**config.mk**
```make
export PLATFORM = sky130hd
export DESIGN_NAME = btb_branch_predictor
export DESIGN_NICKNAME = d
export VERILOG_FILES = /design/src/rtl/btb_pkg.sv /design/src/rtl/btb_ram.sv /design/src/rtl/btb_update.sv /design/src/rtl/btb_branch_predictor.sv
export SDC_FILE = /design/constraint.sdc
export NUM_CORES = 1
export LEC_CHECK = 0
export ABC_AREA = 1
export BUFFER_PORTS_ARGS = -buffer_cell sky130_fd_sc_hd__clkbuf_2
export CORE_ASPECT_RATIO = 0.6
export CORE_MARGIN = 2
export CORE_UTILIZATION = 40
export DETAILED_ROUTE_END_ITERATION = 8
export GPL_TIMING_DRIVEN = 0
export SYNTH_ARGS = -nofsm -noshare
export SYNTH_HDL_FRONTEND = slang
export SYNTH_SLANG_ARGS = --single-unit
```
**constraint.sdc**
```tcl
create_clock -name clk -period 9.7 [get_ports clk]
set_input_delay 0.97 -clock clk [delete_from_list [all_inputs] [get_ports clk]]
set_output_delay 0.97 -clock clk [all_outputs]
set_load 0.1 [all_outputs]
```
**src/rtl/btb_pkg.sv**
```systemverilog
// ----------------------------------------------------------------------------
// btb_pkg
// shared codes and types of the branch target buffer
// ----------------------------------------------------------------------------
package btb_pkg;

	localparam int unsigned ALIGN_BITS  = 2;
	localparam int unsigned PC_W        = 32;
	localparam int unsigned COUNT_W     = 32;
	localparam int unsigned MODE_W      = 3;
	localparam int unsigned CFG_ADDR_W  = 2;

	// register indexes
	localparam logic [CFG_ADDR_W-1:0] REG_POLICY = 2'd0;
	localparam logic [CFG_ADDR_W-1:0] REG_MODE   = 2'd1;

	// replacement policies
	localparam logic POLICY_LRU  = 1'b0;
	localparam logic POLICY_FIFO = 1'b1;

	// predictor modes
	localparam logic [MODE_W-1:0] MODE_TAKEN     = 3'd0;
	localparam logic [MODE_W-1:0] MODE_NOT_TAKEN = 3'd1;
	localparam logic [MODE_W-1:0] MODE_BACKWARD  = 3'd2;
	localparam logic [MODE_W-1:0] MODE_ONE_BIT   = 3'd3;
	localparam logic [MODE_W-1:0] MODE_TWO_BIT   = 3'd4;

	localparam logic [1:0] CTR_ALLOC_TAKEN     = 2'd2;
	localparam logic [1:0] CTR_ALLOC_NOT_TAKEN = 2'd1;
	localparam logic [1:0] CTR_MAX             = 2'd3;

	typedef struct packed {
		logic hit;
		logic pred;
	} btb_result_t;

endpackage

```
**src/rtl/btb_ram.sv**
```systemverilog
// ----------------------------------------------------------------------------
// btb_ram
// generic single-write single-read ram with registered read data
// ----------------------------------------------------------------------------
module btb_ram #(
	parameter int unsigned WIDTH = 8,
	parameter int unsigned DEPTH = 4,
	parameter int unsigned ADDR_W = (DEPTH > 1) ? $clog2(DEPTH) : 1
) (
	input  logic              clk,
	input  logic              we,
	input  logic [ADDR_W-1:0] waddr,
	input  logic [WIDTH-1:0]  wdata,
	input  logic              re,
	input  logic [ADDR_W-1:0] raddr,
	output logic [WIDTH-1:0]  rdata
);

	logic [WIDTH-1:0] mem [DEPTH];

	always_ff @(posedge clk) begin
		if (we) begin
			mem[waddr] <= wdata;
		end
		if (re) begin
			rdata <= mem[raddr];
		end
	end

endmodule

```
**src/rtl/btb_update.sv**
```systemverilog
// ----------------------------------------------------------------------------
// btb_update
// tag compare, prediction and row update for one set
// ----------------------------------------------------------------------------
module btb_update #(
	parameter int unsigned WAYS  = 4,
	parameter int unsigned TAG_W = 28,
	parameter int unsigned AGE_W = 2
) (
	input  logic [WAYS*(TAG_W+AGE_W+3)-1:0] row_in,
	input  logic [WAYS-1:0]                 valid_in,
	input  logic [TAG_W-1:0]                tag,
	input  logic                            backward,
	input  logic                            actual_taken,
	input  logic [btb_pkg::MODE_W-1:0]      mode,
	input  logic                            policy,
	output logic [WAYS*(TAG_W+AGE_W+3)-1:0] row_out,
	output logic [WAYS-1:0]                 valid_out,
	output btb_pkg::btb_result_t            result
);
	import btb_pkg::*;

	localparam int unsigned ENTRY_W = TAG_W + AGE_W + 3;
	localparam int unsigned WAY_W   = (WAYS > 1) ? $clog2(WAYS) : 1;
	// entry layout from bit 0: tag, age, last outcome, counter
	localparam int unsigned AGE_LO  = TAG_W;
	localparam int unsigned LAST_LO = TAG_W + AGE_W;
	localparam int unsigned CTR_LO  = TAG_W + AGE_W + 1;

	logic [TAG_W-1:0] tag_w  [WAYS];
	logic [AGE_W-1:0] age_w  [WAYS];
	logic             last_w [WAYS];
	logic [1:0]       ctr_w  [WAYS];

	logic             hit;
	logic [WAY_W-1:0] hit_way;
	logic             free_found;
	logic [WAY_W-1:0] free_way;
	logic [AGE_W-1:0] oldest;
	logic [WAY_W-1:0] old_way;
	logic [WAY_W-1:0] victim;
	logic             pred;
	logic [AGE_W-1:0] hit_age;
	logic [1:0]       hit_ctr;

	always_comb begin
		for (int w = 0; w < WAYS; w++) begin
			tag_w[w]  = row_in[w*ENTRY_W +: TAG_W];
			age_w[w]  = row_in[w*ENTRY_W + AGE_LO +: AGE_W];
			last_w[w] = row_in[w*ENTRY_W + LAST_LO];
			ctr_w[w]  = row_in[w*ENTRY_W + CTR_LO +: 2];
		end
	end

	// first matching way, first free way, first strictly oldest way
	always_comb begin
		hit        = 1'b0;
		hit_way    = '0;
		free_found = 1'b0;
		free_way   = '0;
		oldest     = '0;
		old_way    = '0;
		for (int w = 0; w < WAYS; w++) begin
			if (!hit && valid_in[w] && tag_w[w] == tag) begin
				hit     = 1'b1;
				hit_way = WAY_W'(w);
			end
			if (!free_found && !valid_in[w]) begin
				free_found = 1'b1;
				free_way   = WAY_W'(w);
			end
			if (age_w[w] > oldest) begin
				oldest  = age_w[w];
				old_way = WAY_W'(w);
			end
		end
	end

	assign victim  = free_found ? free_way : old_way;
	assign hit_age = age_w[hit_way];
	assign hit_ctr = ctr_w[hit_way];

	always_comb begin
		unique case (mode)
			MODE_TAKEN:     pred = 1'b1;
			MODE_NOT_TAKEN: pred = 1'b0;
			MODE_BACKWARD:  pred = backward;
			MODE_ONE_BIT:   pred = last_w[hit_way];
			default:        pred = hit_ctr[1];
		endcase
		if (!hit) begin
			pred = 1'b0;
		end
	end

	always_comb begin
		row_out   = row_in;
		valid_out = valid_in;
		for (int w = 0; w < WAYS; w++) begin
			if (hit) begin
				if (WAY_W'(w) == hit_way) begin
					row_out[w*ENTRY_W + LAST_LO] = actual_taken;
					if (actual_taken && hit_ctr != CTR_MAX) begin
						row_out[w*ENTRY_W + CTR_LO +: 2] = hit_ctr + 2'd1;
					end else if (!actual_taken && hit_ctr != 2'd0) begin
						row_out[w*ENTRY_W + CTR_LO +: 2] = hit_ctr - 2'd1;
					end
					if (policy == POLICY_LRU) begin
						row_out[w*ENTRY_W + AGE_LO +: AGE_W] = '0;
					end
				end else if (policy == POLICY_LRU && valid_in[w] && age_w[w] < hit_age) begin
					row_out[w*ENTRY_W + AGE_LO +: AGE_W] = age_w[w] + AGE_W'(1);
				end
			end else begin
				if (WAY_W'(w) == victim) begin
					valid_out[w] = 1'b1;
					row_out[w*ENTRY_W +: TAG_W]          = tag;
					row_out[w*ENTRY_W + AGE_LO +: AGE_W] = '0;
					row_out[w*ENTRY_W + LAST_LO]         = actual_taken;
					row_out[w*ENTRY_W + CTR_LO +: 2]     =
						actual_taken ? CTR_ALLOC_TAKEN : CTR_ALLOC_NOT_TAKEN;
				end else if (valid_in[w]) begin
					row_out[w*ENTRY_W + AGE_LO +: AGE_W] = age_w[w] + AGE_W'(1);
				end
			end
		end
	end

	assign result.hit  = hit;
	assign result.pred = pred;

endmodule

```
**src/rtl/btb_branch_predictor.sv**
```systemverilog
// ----------------------------------------------------------------------------
// btb_branch_predictor
// set-associative branch target buffer with per-entry predictor
// ----------------------------------------------------------------------------
// One resolved branch is taken per request and answered with hit, prediction,
// correctness and four saturating totals. The set row is read from a
// registered-read ram at acceptance, then compared, updated and written back
// in the next cycle while the result is registered. Because of this
// read-modify-write of the set ram, the next branch is read only after the
// write, so back-to-back branches to one set see fresh data.
// Valid bits are flip-flops cleared by reset, so no clearing pass is needed.
module btb_branch_predictor #(
	parameter int unsigned SETS = 4,
	parameter int unsigned WAYS = 4
) (
	input  logic                          clk,
	input  logic                          arst_n,
	input  logic                          cfg_we,
	input  logic [btb_pkg::CFG_ADDR_W-1:0] cfg_addr,
	input  logic [btb_pkg::MODE_W-1:0]    cfg_wdata,
	input  logic                          s_tvalid,
	output logic                          s_tready,
	// branch_pc[31:0], backward[32], actual_taken[33], zero pad
	input  logic [39:0]                   s_tdata,
	output logic                          m_tvalid,
	input  logic                          m_tready,
	// btb_hit, prediction, prediction_correct, branch_total, hit_total,
	// miss_total, correct_total, zero pad
	output logic [135:0]                  m_tdata
);
	import btb_pkg::*;

	localparam int unsigned IDX_W   = $clog2(SETS + 1) - 1;
	localparam int unsigned ADDR_W  = (SETS > 1) ? $clog2(SETS) : 1;
	localparam int unsigned TAG_W   = PC_W - ALIGN_BITS - IDX_W;
	localparam int unsigned AGE_W   = (WAYS > 1) ? $clog2(WAYS) : 1;
	localparam int unsigned ENTRY_W = TAG_W + AGE_W + 3;
	localparam int unsigned ROW_W   = WAYS * ENTRY_W;

	logic                policy_q;
	logic [MODE_W-1:0]   mode_q;

	logic                busy_s1;
	logic [ADDR_W-1:0]   set_s1;
	logic [TAG_W-1:0]    tag_s1;
	logic                back_s1;
	logic                taken_s1;

	logic [WAYS-1:0]     valid_q [SETS];

	logic [COUNT_W-1:0]  branch_q, hit_q, miss_q, correct_q;
	logic                hit_out_q, pred_out_q, corr_out_q;

	logic                accept;
	logic [PC_W-1:0]     pc;
	logic [ADDR_W-1:0]   set_in;
	logic [ROW_W-1:0]    row_rd, row_wr;
	logic [WAYS-1:0]     valid_wr;
	btb_result_t         res;
	logic                correct;

	assign s_tready = !busy_s1 && (!m_tvalid || m_tready);
	assign accept   = s_tvalid && s_tready;
	assign pc       = s_tdata[PC_W-1:0];
	assign set_in   = ADDR_W'((pc >> ALIGN_BITS) & (SETS - 1));

	btb_ram #(
		.WIDTH (ROW_W),
		.DEPTH (SETS)
	) u_ram (
		.clk   (clk),
		.we    (busy_s1),
		.waddr (set_s1),
		.wdata (row_wr),
		.re    (accept),
		.raddr (set_in),
		.rdata (row_rd)
	);

	btb_update #(
		.WAYS  (WAYS),
		.TAG_W (TAG_W),
		.AGE_W (AGE_W)
	) u_update (
		.row_in       (row_rd),
		.valid_in     (valid_q[set_s1]),
		.tag          (tag_s1),
		.backward     (back_s1),
		.actual_taken (taken_s1),
		.mode         (mode_q),
		.policy       (policy_q),
		.row_out      (row_wr),
		.valid_out    (valid_wr),
		.result       (res)
	);

	assign correct = (res.pred == taken_s1);

	always_ff @(posedge clk or negedge arst_n) begin
		if (!arst_n) begin
			policy_q <= POLICY_LRU;
			mode_q   <= MODE_TWO_BIT;
		end else if (cfg_we) begin
			unique case (cfg_addr)
				REG_POLICY: policy_q <= cfg_wdata[0];
				REG_MODE:   mode_q   <= cfg_wdata;
				default:    ;
			endcase
		end
	end

	always_ff @(posedge clk) begin
		if (accept) begin
			set_s1   <= set_in;
			tag_s1   <= TAG_W'(pc >> (ALIGN_BITS + IDX_W));
			back_s1  <= s_tdata[32];
			taken_s1 <= s_tdata[33];
		end
		if (busy_s1) begin
			hit_out_q  <= res.hit;
			pred_out_q <= res.pred;
			corr_out_q <= correct;
		end
	end

	always_ff @(posedge clk or negedge arst_n) begin
		if (!arst_n) begin
			busy_s1   <= 1'b0;
			m_tvalid  <= 1'b0;
			branch_q  <= '0;
			hit_q     <= '0;
			miss_q    <= '0;
			correct_q <= '0;
			for (int s = 0; s < SETS; s++) begin
				valid_q[s] <= '0;
			end
		end else begin
			busy_s1 <= accept;
			if (busy_s1) begin
				m_tvalid        <= 1'b1;
				valid_q[set_s1] <= valid_wr;
				if (~&branch_q) branch_q <= branch_q + 1'b1;
				if (res.hit && ~&hit_q) hit_q <= hit_q + 1'b1;
				if (!res.hit && ~&miss_q) miss_q <= miss_q + 1'b1;
				if (correct && ~&correct_q) correct_q <= correct_q + 1'b1;
			end else if (m_tready) begin
				m_tvalid <= 1'b0;
			end
		end
	end

	assign m_tdata = {5'd0, correct_q, miss_q, hit_q, branch_q,
		corr_out_q, pred_out_q, hit_out_q};

	// a request is never taken while the previous one is being written back
	a_no_overlap: assert property (@(posedge clk) disable iff (!arst_n)
		busy_s1 |-> !s_tready)
		else $error("request accepted during write-back");

	// a new result only follows an accepted request
	a_result_src: assert property (@(posedge clk) disable iff (!arst_n)
		$rose(m_tvalid) |-> $past(busy_s1))
		else $error("result without request");

	// hits, misses and correct predictions never exceed the branch count
	a_totals: assert property (@(posedge clk) disable iff (!arst_n)
		hit_q <= branch_q && miss_q <= branch_q && correct_q <= branch_q)
		else $error("totals inconsistent");

	// each branch bumps the branch total unless saturated
	a_count: assert property (@(posedge clk) disable iff (!arst_n)
		busy_s1 && ~&branch_q |=> branch_q == $past(branch_q) + 1'b1)
		else $error("branch total not advanced");

endmodule

```
=== Word-level counts from Yosys, hierarchy flattened ===
Memory sizes are Yosys's and may differ from the RTL's. A register that Yosys moved wholly into a read port is not among the register bits.
Cells that the tools add are included.

* Add/sub/neg operators: 10
* Multiplexer cells: 99
* Reduce and logical (&&, ||, !) cells: 58
* Bitwise operators: 4
* Magnitude comparators: 11
* Equality and inequality tests: 16

{| class="wikitable"
|+ Operator list
! kind !! count
|-
| 2-to-1 mux 28 bit || 8
|-
| adder 32 x 1 -> 32 bit, second input constant || 4
|-
| AND reduction 32 bit || 4
|-
| == test 28 bit || 4
|-
| 2-to-1 mux 2 bit || 43
|-
| logical AND 1 bit || 26
|-
| 2-to-1 mux 1 bit || 26
|-
| 2-to-1 mux 3 bit || 8
|-
| 2-to-1 mux 5 bit || 4
|-
| bitwise mux 16 bit || 1
|-
| logical NOT 1 bit || 15
|-
| 2-to-1 mux 4 bit || 3
|-
| AND reduction 2 bit || 6
|-
| adder 2 x 1 -> 2 bit, second input constant || 5
|-
| binary-select mux 2 bit (select 2 bit) || 2
|-
| binary-select mux 4 bit (select 2 bit) || 1
|-
| demux 4 bit (select 2 bit) || 1
|-
| == test 2 bit, first input constant || 4
|-
| < comparator 2 bit || 4
|-
| == test 3 x 2 -> 1 bit, second input constant || 2
|-
| >= comparator 3 bit, second input constant || 2
|-
| > comparator 2 bit || 3
|-
| logical NOT 2 bit || 3
|-
| inverter 2 -> 3 bit || 2
|-
| other kinds (14) || 17
|}

* Memories: 1
* Register bits: 185
* Memory bits (writable): 528
* Input bits: 50
* Logic and storage cells: 218

{| class="wikitable"
|+ Memories
! name !! words !! bits a word !! rd ports !! clocked after Yosys merged registers in !! wr ports !! line !! source
|-
| u_ram.mem || 4 || 132 || 1 || 1 || 1 || btb_ram.sv:19 || <nowiki>logic [WIDTH-1:0] mem [DEPTH];</nowiki>
|}

=== Depth between registers and ports, before layout ===
* Depth in word-level cells: 28
* Depth in mapped cells: 29
* Gate-level depth less buffers: 28

=== By module ===
A second synthesis with hierarchy kept.

* Cells, all modules: 4980
* Area total of the unflattened synthesis: 42841.1 sq um

{| class="wikitable"
|+ Modules (own cells, without submodules)
! module !! cells each !! seq. area each (sq um) !! area each (sq um) !! times used
|-
| btb_ram || 2208 || 19819.0 || 26246.4 || 1
|-
| btb_branch_predictor || 1483 || 4805.9 || 10729.0 || 1
|-
| btb_update || 1289 || 0.0 || 5865.6 || 1
|}

=== Worst setup path after synthesis ===
Ideal clock, no wire load.

* Kind: in2reg
* Start point: input m_tready
* End point: register busy_s1
* Arrival: 9.560 ns
* Required time: 8.857 ns
* Setup slack: -0.703 ns
* Stages on the path: 4
* Cells stage by stage: inv_1 > a21oi_1 > inv_1 > nor2_1

* Word-level cells in the longest chain between the ends: 3

{| class="wikitable"
|+ Ends and longest elaborated chain
! what !! line !! source
|-
| from (decl) || btb_branch_predictor.sv:26 || <nowiki>input logic m_tready,</nowiki>
|-
| logical OR 1 bit || btb_branch_predictor.sv:62 || <nowiki>assign s_tready = !busy_s1 && (!m_tvalid || m_tready);</nowiki>
|-
| logical AND 1 bit || btb_branch_predictor.sv:62 ||
|-
| via s_tready || btb_branch_predictor.sv:22 || <nowiki>output logic s_tready,</nowiki>
|-
| logical AND 1 bit || btb_branch_predictor.sv:63 || <nowiki>assign accept = s_tvalid && s_tready;</nowiki>
|-
| via accept || btb_branch_predictor.sv:54 || <nowiki>logic accept;</nowiki>
|-
| to (signal assigned) || btb_branch_predictor.sv:138 || <nowiki>busy_s1 <= accept;</nowiki>
|-
| to (decl) || btb_branch_predictor.sv:43 || <nowiki>logic busy_s1;</nowiki>
|}

The timed path passes the listed nets, and every way through them passes these cells.
A chain may end at the register's enable or synchronous reset.

=== Worst setup path in the final report ===
* Start point: register u_ram.rdata[28], read port of u_ram.mem
* End point: memory u_ram.mem[3][10] in the netlist's numbering (data pin)

* Word-level cells in the longest chain between the ends: 12
* Elaborated cells between the ends (all ways): 14
* Classes of those cells: order compare (4); mux (9); reduce/logical (1)

{| class="wikitable"
|+ Ends and longest elaborated chain
! what !! line !! source
|-
| from (decl) || btb_ram.sv:16 || <nowiki>output logic [WIDTH-1:0] rdata</nowiki>
|-
| > comparator 2 x 1 -> 1 bit || btb_update.sv:72 || <nowiki>if (age_w[w] > oldest) begin</nowiki>
|-
| 2-to-1 mux 2 bit (*) || btb_update.sv:72 ||
|-
| > comparator 2 bit || btb_update.sv:72 ||
|-
| 2-to-1 mux 2 bit || btb_update.sv:72 ||
|-
| > comparator 2 bit || btb_update.sv:72 ||
|-
| 2-to-1 mux 2 bit || btb_update.sv:72 ||
|-
| > comparator 2 bit || btb_update.sv:72 ||
|-
| 2-to-1 mux 2 bit (*) || btb_update.sv:72 ||
|-
| 2-to-1 mux 2 bit (*) || btb_update.sv:79 || <nowiki>assign victim = free_found ? free_way : old_way;</nowiki>
|-
| logical NOT 2 bit (*) || btb_update.sv:115 || <nowiki>if (WAY_W'(w) == victim) begin</nowiki>
|-
| 2-to-1 mux 28 bit (*) || btb_update.sv:115 ||
|-
| 2-to-1 mux 28 bit (*) || btb_update.sv:100 || <nowiki>if (hit) begin</nowiki>
|-
| via row_wr[10] || btb_branch_predictor.sv:57 || <nowiki>logic [ROW_W-1:0] row_rd, row_wr;</nowiki>
|-
| to (decl) || btb_ram.sv:19 ||
|}

The timed path passes the listed nets; every way through them passes the cells marked *.

==> run metrics <==
clk_skew 0.0324 ns; vias per cell 5.42; WP data required 10.07 ns; Die ar. 97700 µm²; Final Hold Violating Endpoints 0; CTS Sinks 845; largest net degree at the start of global routing 99; core box area 94200 µm²; CP arrival 6.25 ns; Worst Tran Pin Value 1.26 ns; CTS tree built; Reg clk slew, reported paths 0.07 ns; Post-DP HPWL 84300 µm; area leader, netlist edfxtp_1; via count 28600; Longest Clk Path Bufs 3; Synth Area per Inst 10.3 µm²; proportion of synthesized area in mux cells 0.000296; starting density of the core 0.404; area added between synthesis and finish 15.1%; crit share post-route 0.606; crit path time final 5.88 ns; Final Max Slew Viols 0; slew margin rel. 0.159; total power divided by cell area 219 nW/µm²; cts bufs inserted 81; Max-Cap Viols 0; final setup fails 0; IO Count 188; 1st-pass router iterations 6; most numerous cell in the Yosys netlist nand2_1; Mapped Cells 3683; Antenna Nets Post-Route 0; fin area 43800 µm²; RSZ-0062 raised after global routing false; CP Max Fanout 10; Yosys cell types 49; main combinational cell family by area after synthesis simple AND/OR/NAND/NOR gates; r2r startpoint u_ram.rdata[28]; synthesis-stage register bit count 845; fin util 0.465; Post-Route WL 119000 µm; GRT Total Usage 0.242; vias in the first global route 26400; Post-synth EDFFs 695; drt first-iter violations 3817; # DRC 0; grt ovf 0; fill cell count 8718; Post-CTS Hold Fix Bufs 0; CTS Root Cell clkbuf_16; compound-cell area share of the yosys netlist 0.0851; CP Capture Type register; status finished clean; post_cts resized 0; Ys Warns 0; number of antenna violations at the first check in global routing 4; leakage 0.0170 µW; first-pass GRT wire length 176000 µm; Cell Area, Synth 38100 µm²; Final Wtd Congestion 0.961; top post-synthesis cells by area edfxtp_1, dfrtp_1, nand2_1; CP startpoint kind register; fmax 0.170 GHz; Wirelength per Cell 22.5 µm; worst skew pair latency 0.68 ns; Commonest cells post-synth nand2_1, edfxtp_1, nor2_1; htree depth 3; Synth Area in Simple Gates 0.178; post-CTS setup buffer count 0; Peak VDD IR 0.000145 V; Cell Rows 87; Area after DPL 41100 µm²; Worst Hold Class input port to async pin; Chip Height 243 µm; Critical path origin u_ram.rdata[28]; adder-cell share of the synthesized area 0.00624; share of post-route cells with drive strength above 1 0.111; ys async rst share 0.178; Post-Synth XOR/XNOR Area 0.0393; critical path class register to register; Synth top area share 0.548; IO Port Bufs 174; Most used DFF post-synth edfxtp_1; Nets 4038; part of the Yosys area used for sequential elements 0.647; Die X-Extent 402 µm
## stage by stage
step	TNS, ns	std cells	hold WS, ns	setup slack (ns)	total power [µW]
2_1_floorplan	0	3687	0.449	2.18	5690
3_3_place_gp	-1120.97	5107	0.470	-4.19	6320
3_5_place_dp	0	5132	0.471	3.97	6330
4_1_cts	0	5283	0.274	3.93	9650
5_1_grt	0	5283	0.314	3.41	9980
6_report	0	5284	0.295	3.82	9610
## final cells by class
class | instances | area [µm²] | share of cell area
sequential | 845 | 24600 | 0.562
multi-input combinational | 2420 | 11800 | 0.270
clock buffer | 97 | 2160 | 0.0494
tap | 1246 | 1560 | 0.0356
timing repair buffer | 199 | 1410 | 0.0322
inverter | 275 | 1040 | 0.0237
buffer | 147 | 647 | 0.0148
clock inverter | 54 | 567 | 0.0129
antenna | 1 | 2.50 | 0.0000571
## logic make-up after synthesis
| kind of cell | after synthesis |
|---|---|
| AOI/OAI and AO/OA | 604 |
| xor gates and xnor gates | 171 |
| adders and majority gates | 19 |
| buffers and inverters | 422 |
| DFF | 845 |
| muxes | 1 |
| other | 1 |
| and+or+nand+nor | 1620 |
## state kept, by name, indices dropped and copies added, names as in the netlist
signal       count
pred_out_q       1
u_ram.mem      528
back_s1          1
branch_q        32
valid_q         16
corr_out_q       1
busy_s1          1
set_s1           2
correct_q       32
u_ram.rdata    132
policy_q         1
hit_q           32
m_tvalid         1
miss_q          32
taken_s1         1
mode_q           3
hit_out_q        1
tag_s1          28
## power breakdown
part	internal, µW	leakage (µW)	switching [µW]
registers	4440	0.00843	167
logic	352	0.00720	1340
clock network	1850	0.00135	1460
## worst paths after layout
path	endpoint	slack [ns]	cells past startpoint
worst min-delay path	branch_q[14]	0.29	1
min in group clk	tag_s1[6]	0.46	1
worst min register to register	valid_q[1]	0.49	2
worst max register to register	u_ram.mem[3][10]	3.82	23
max in group asynchronous	correct_q[15]	8.51	2
worst max-delay path	u_ram.mem[3][10]	3.82	23
## critical path, cell delays in order (launching register included)
cell and delay (ns):
edfxtp_1 0.55, inv_1 0.19, ha_1 0.24, inv_1 0.09
nand2_1 0.08, ha_1 0.31, nor2_1 0.04, o21a_1 0.19
a21oi_1 0.13, a21oi_1 0.08, ha_1 0.29, inv_1 0.03
o22ai_1 0.24, o21ai_0 0.13, ha_1 0.28, a22oi_1 0.09
inv_1 0.06, nand2_1 0.05, o31ai_1 0.67, nand2_1 0.18
nor2_2 0.52, inv_2 0.09, clkbuf_1 0.29, o21ai_0 0.72
## placed cells by master, fill, tap and decap left out, types with 84 or more instances in the layout
| cell | synthesis | final |
|---|---|---|
| clkbuf_1 | 105 | 115 |
| clkbuf_16 | 0 | 84 |
| clkbuf_2 | 0 | 174 |
| dfrtp_1 | 149 | 149 |
| edfxtp_1 | 695 | 695 |
| inv_1 | 239 | 238 |
| nand2_1 | 807 | 807 |
| nand3_1 | 100 | 100 |
| nor2_1 | 495 | 491 |
| o21ai_0 | 390 | 390 |
| o22ai_1 | 137 | 137 |
| xor2_1 | 101 | 101 |
## layer usage
metal,part of all wire,track usage,vias up,wire (µm)
met3,0.12,0.0716,135,14800
met1,0.47,0.389,13800,56300
met5,0.0010,0.00877,-,121
li1,-,-,13300,-
met4,0.016,0.0474,2,1880
met2,0.39,0.314,1437,45800
(Power assumes the default switching activity.)
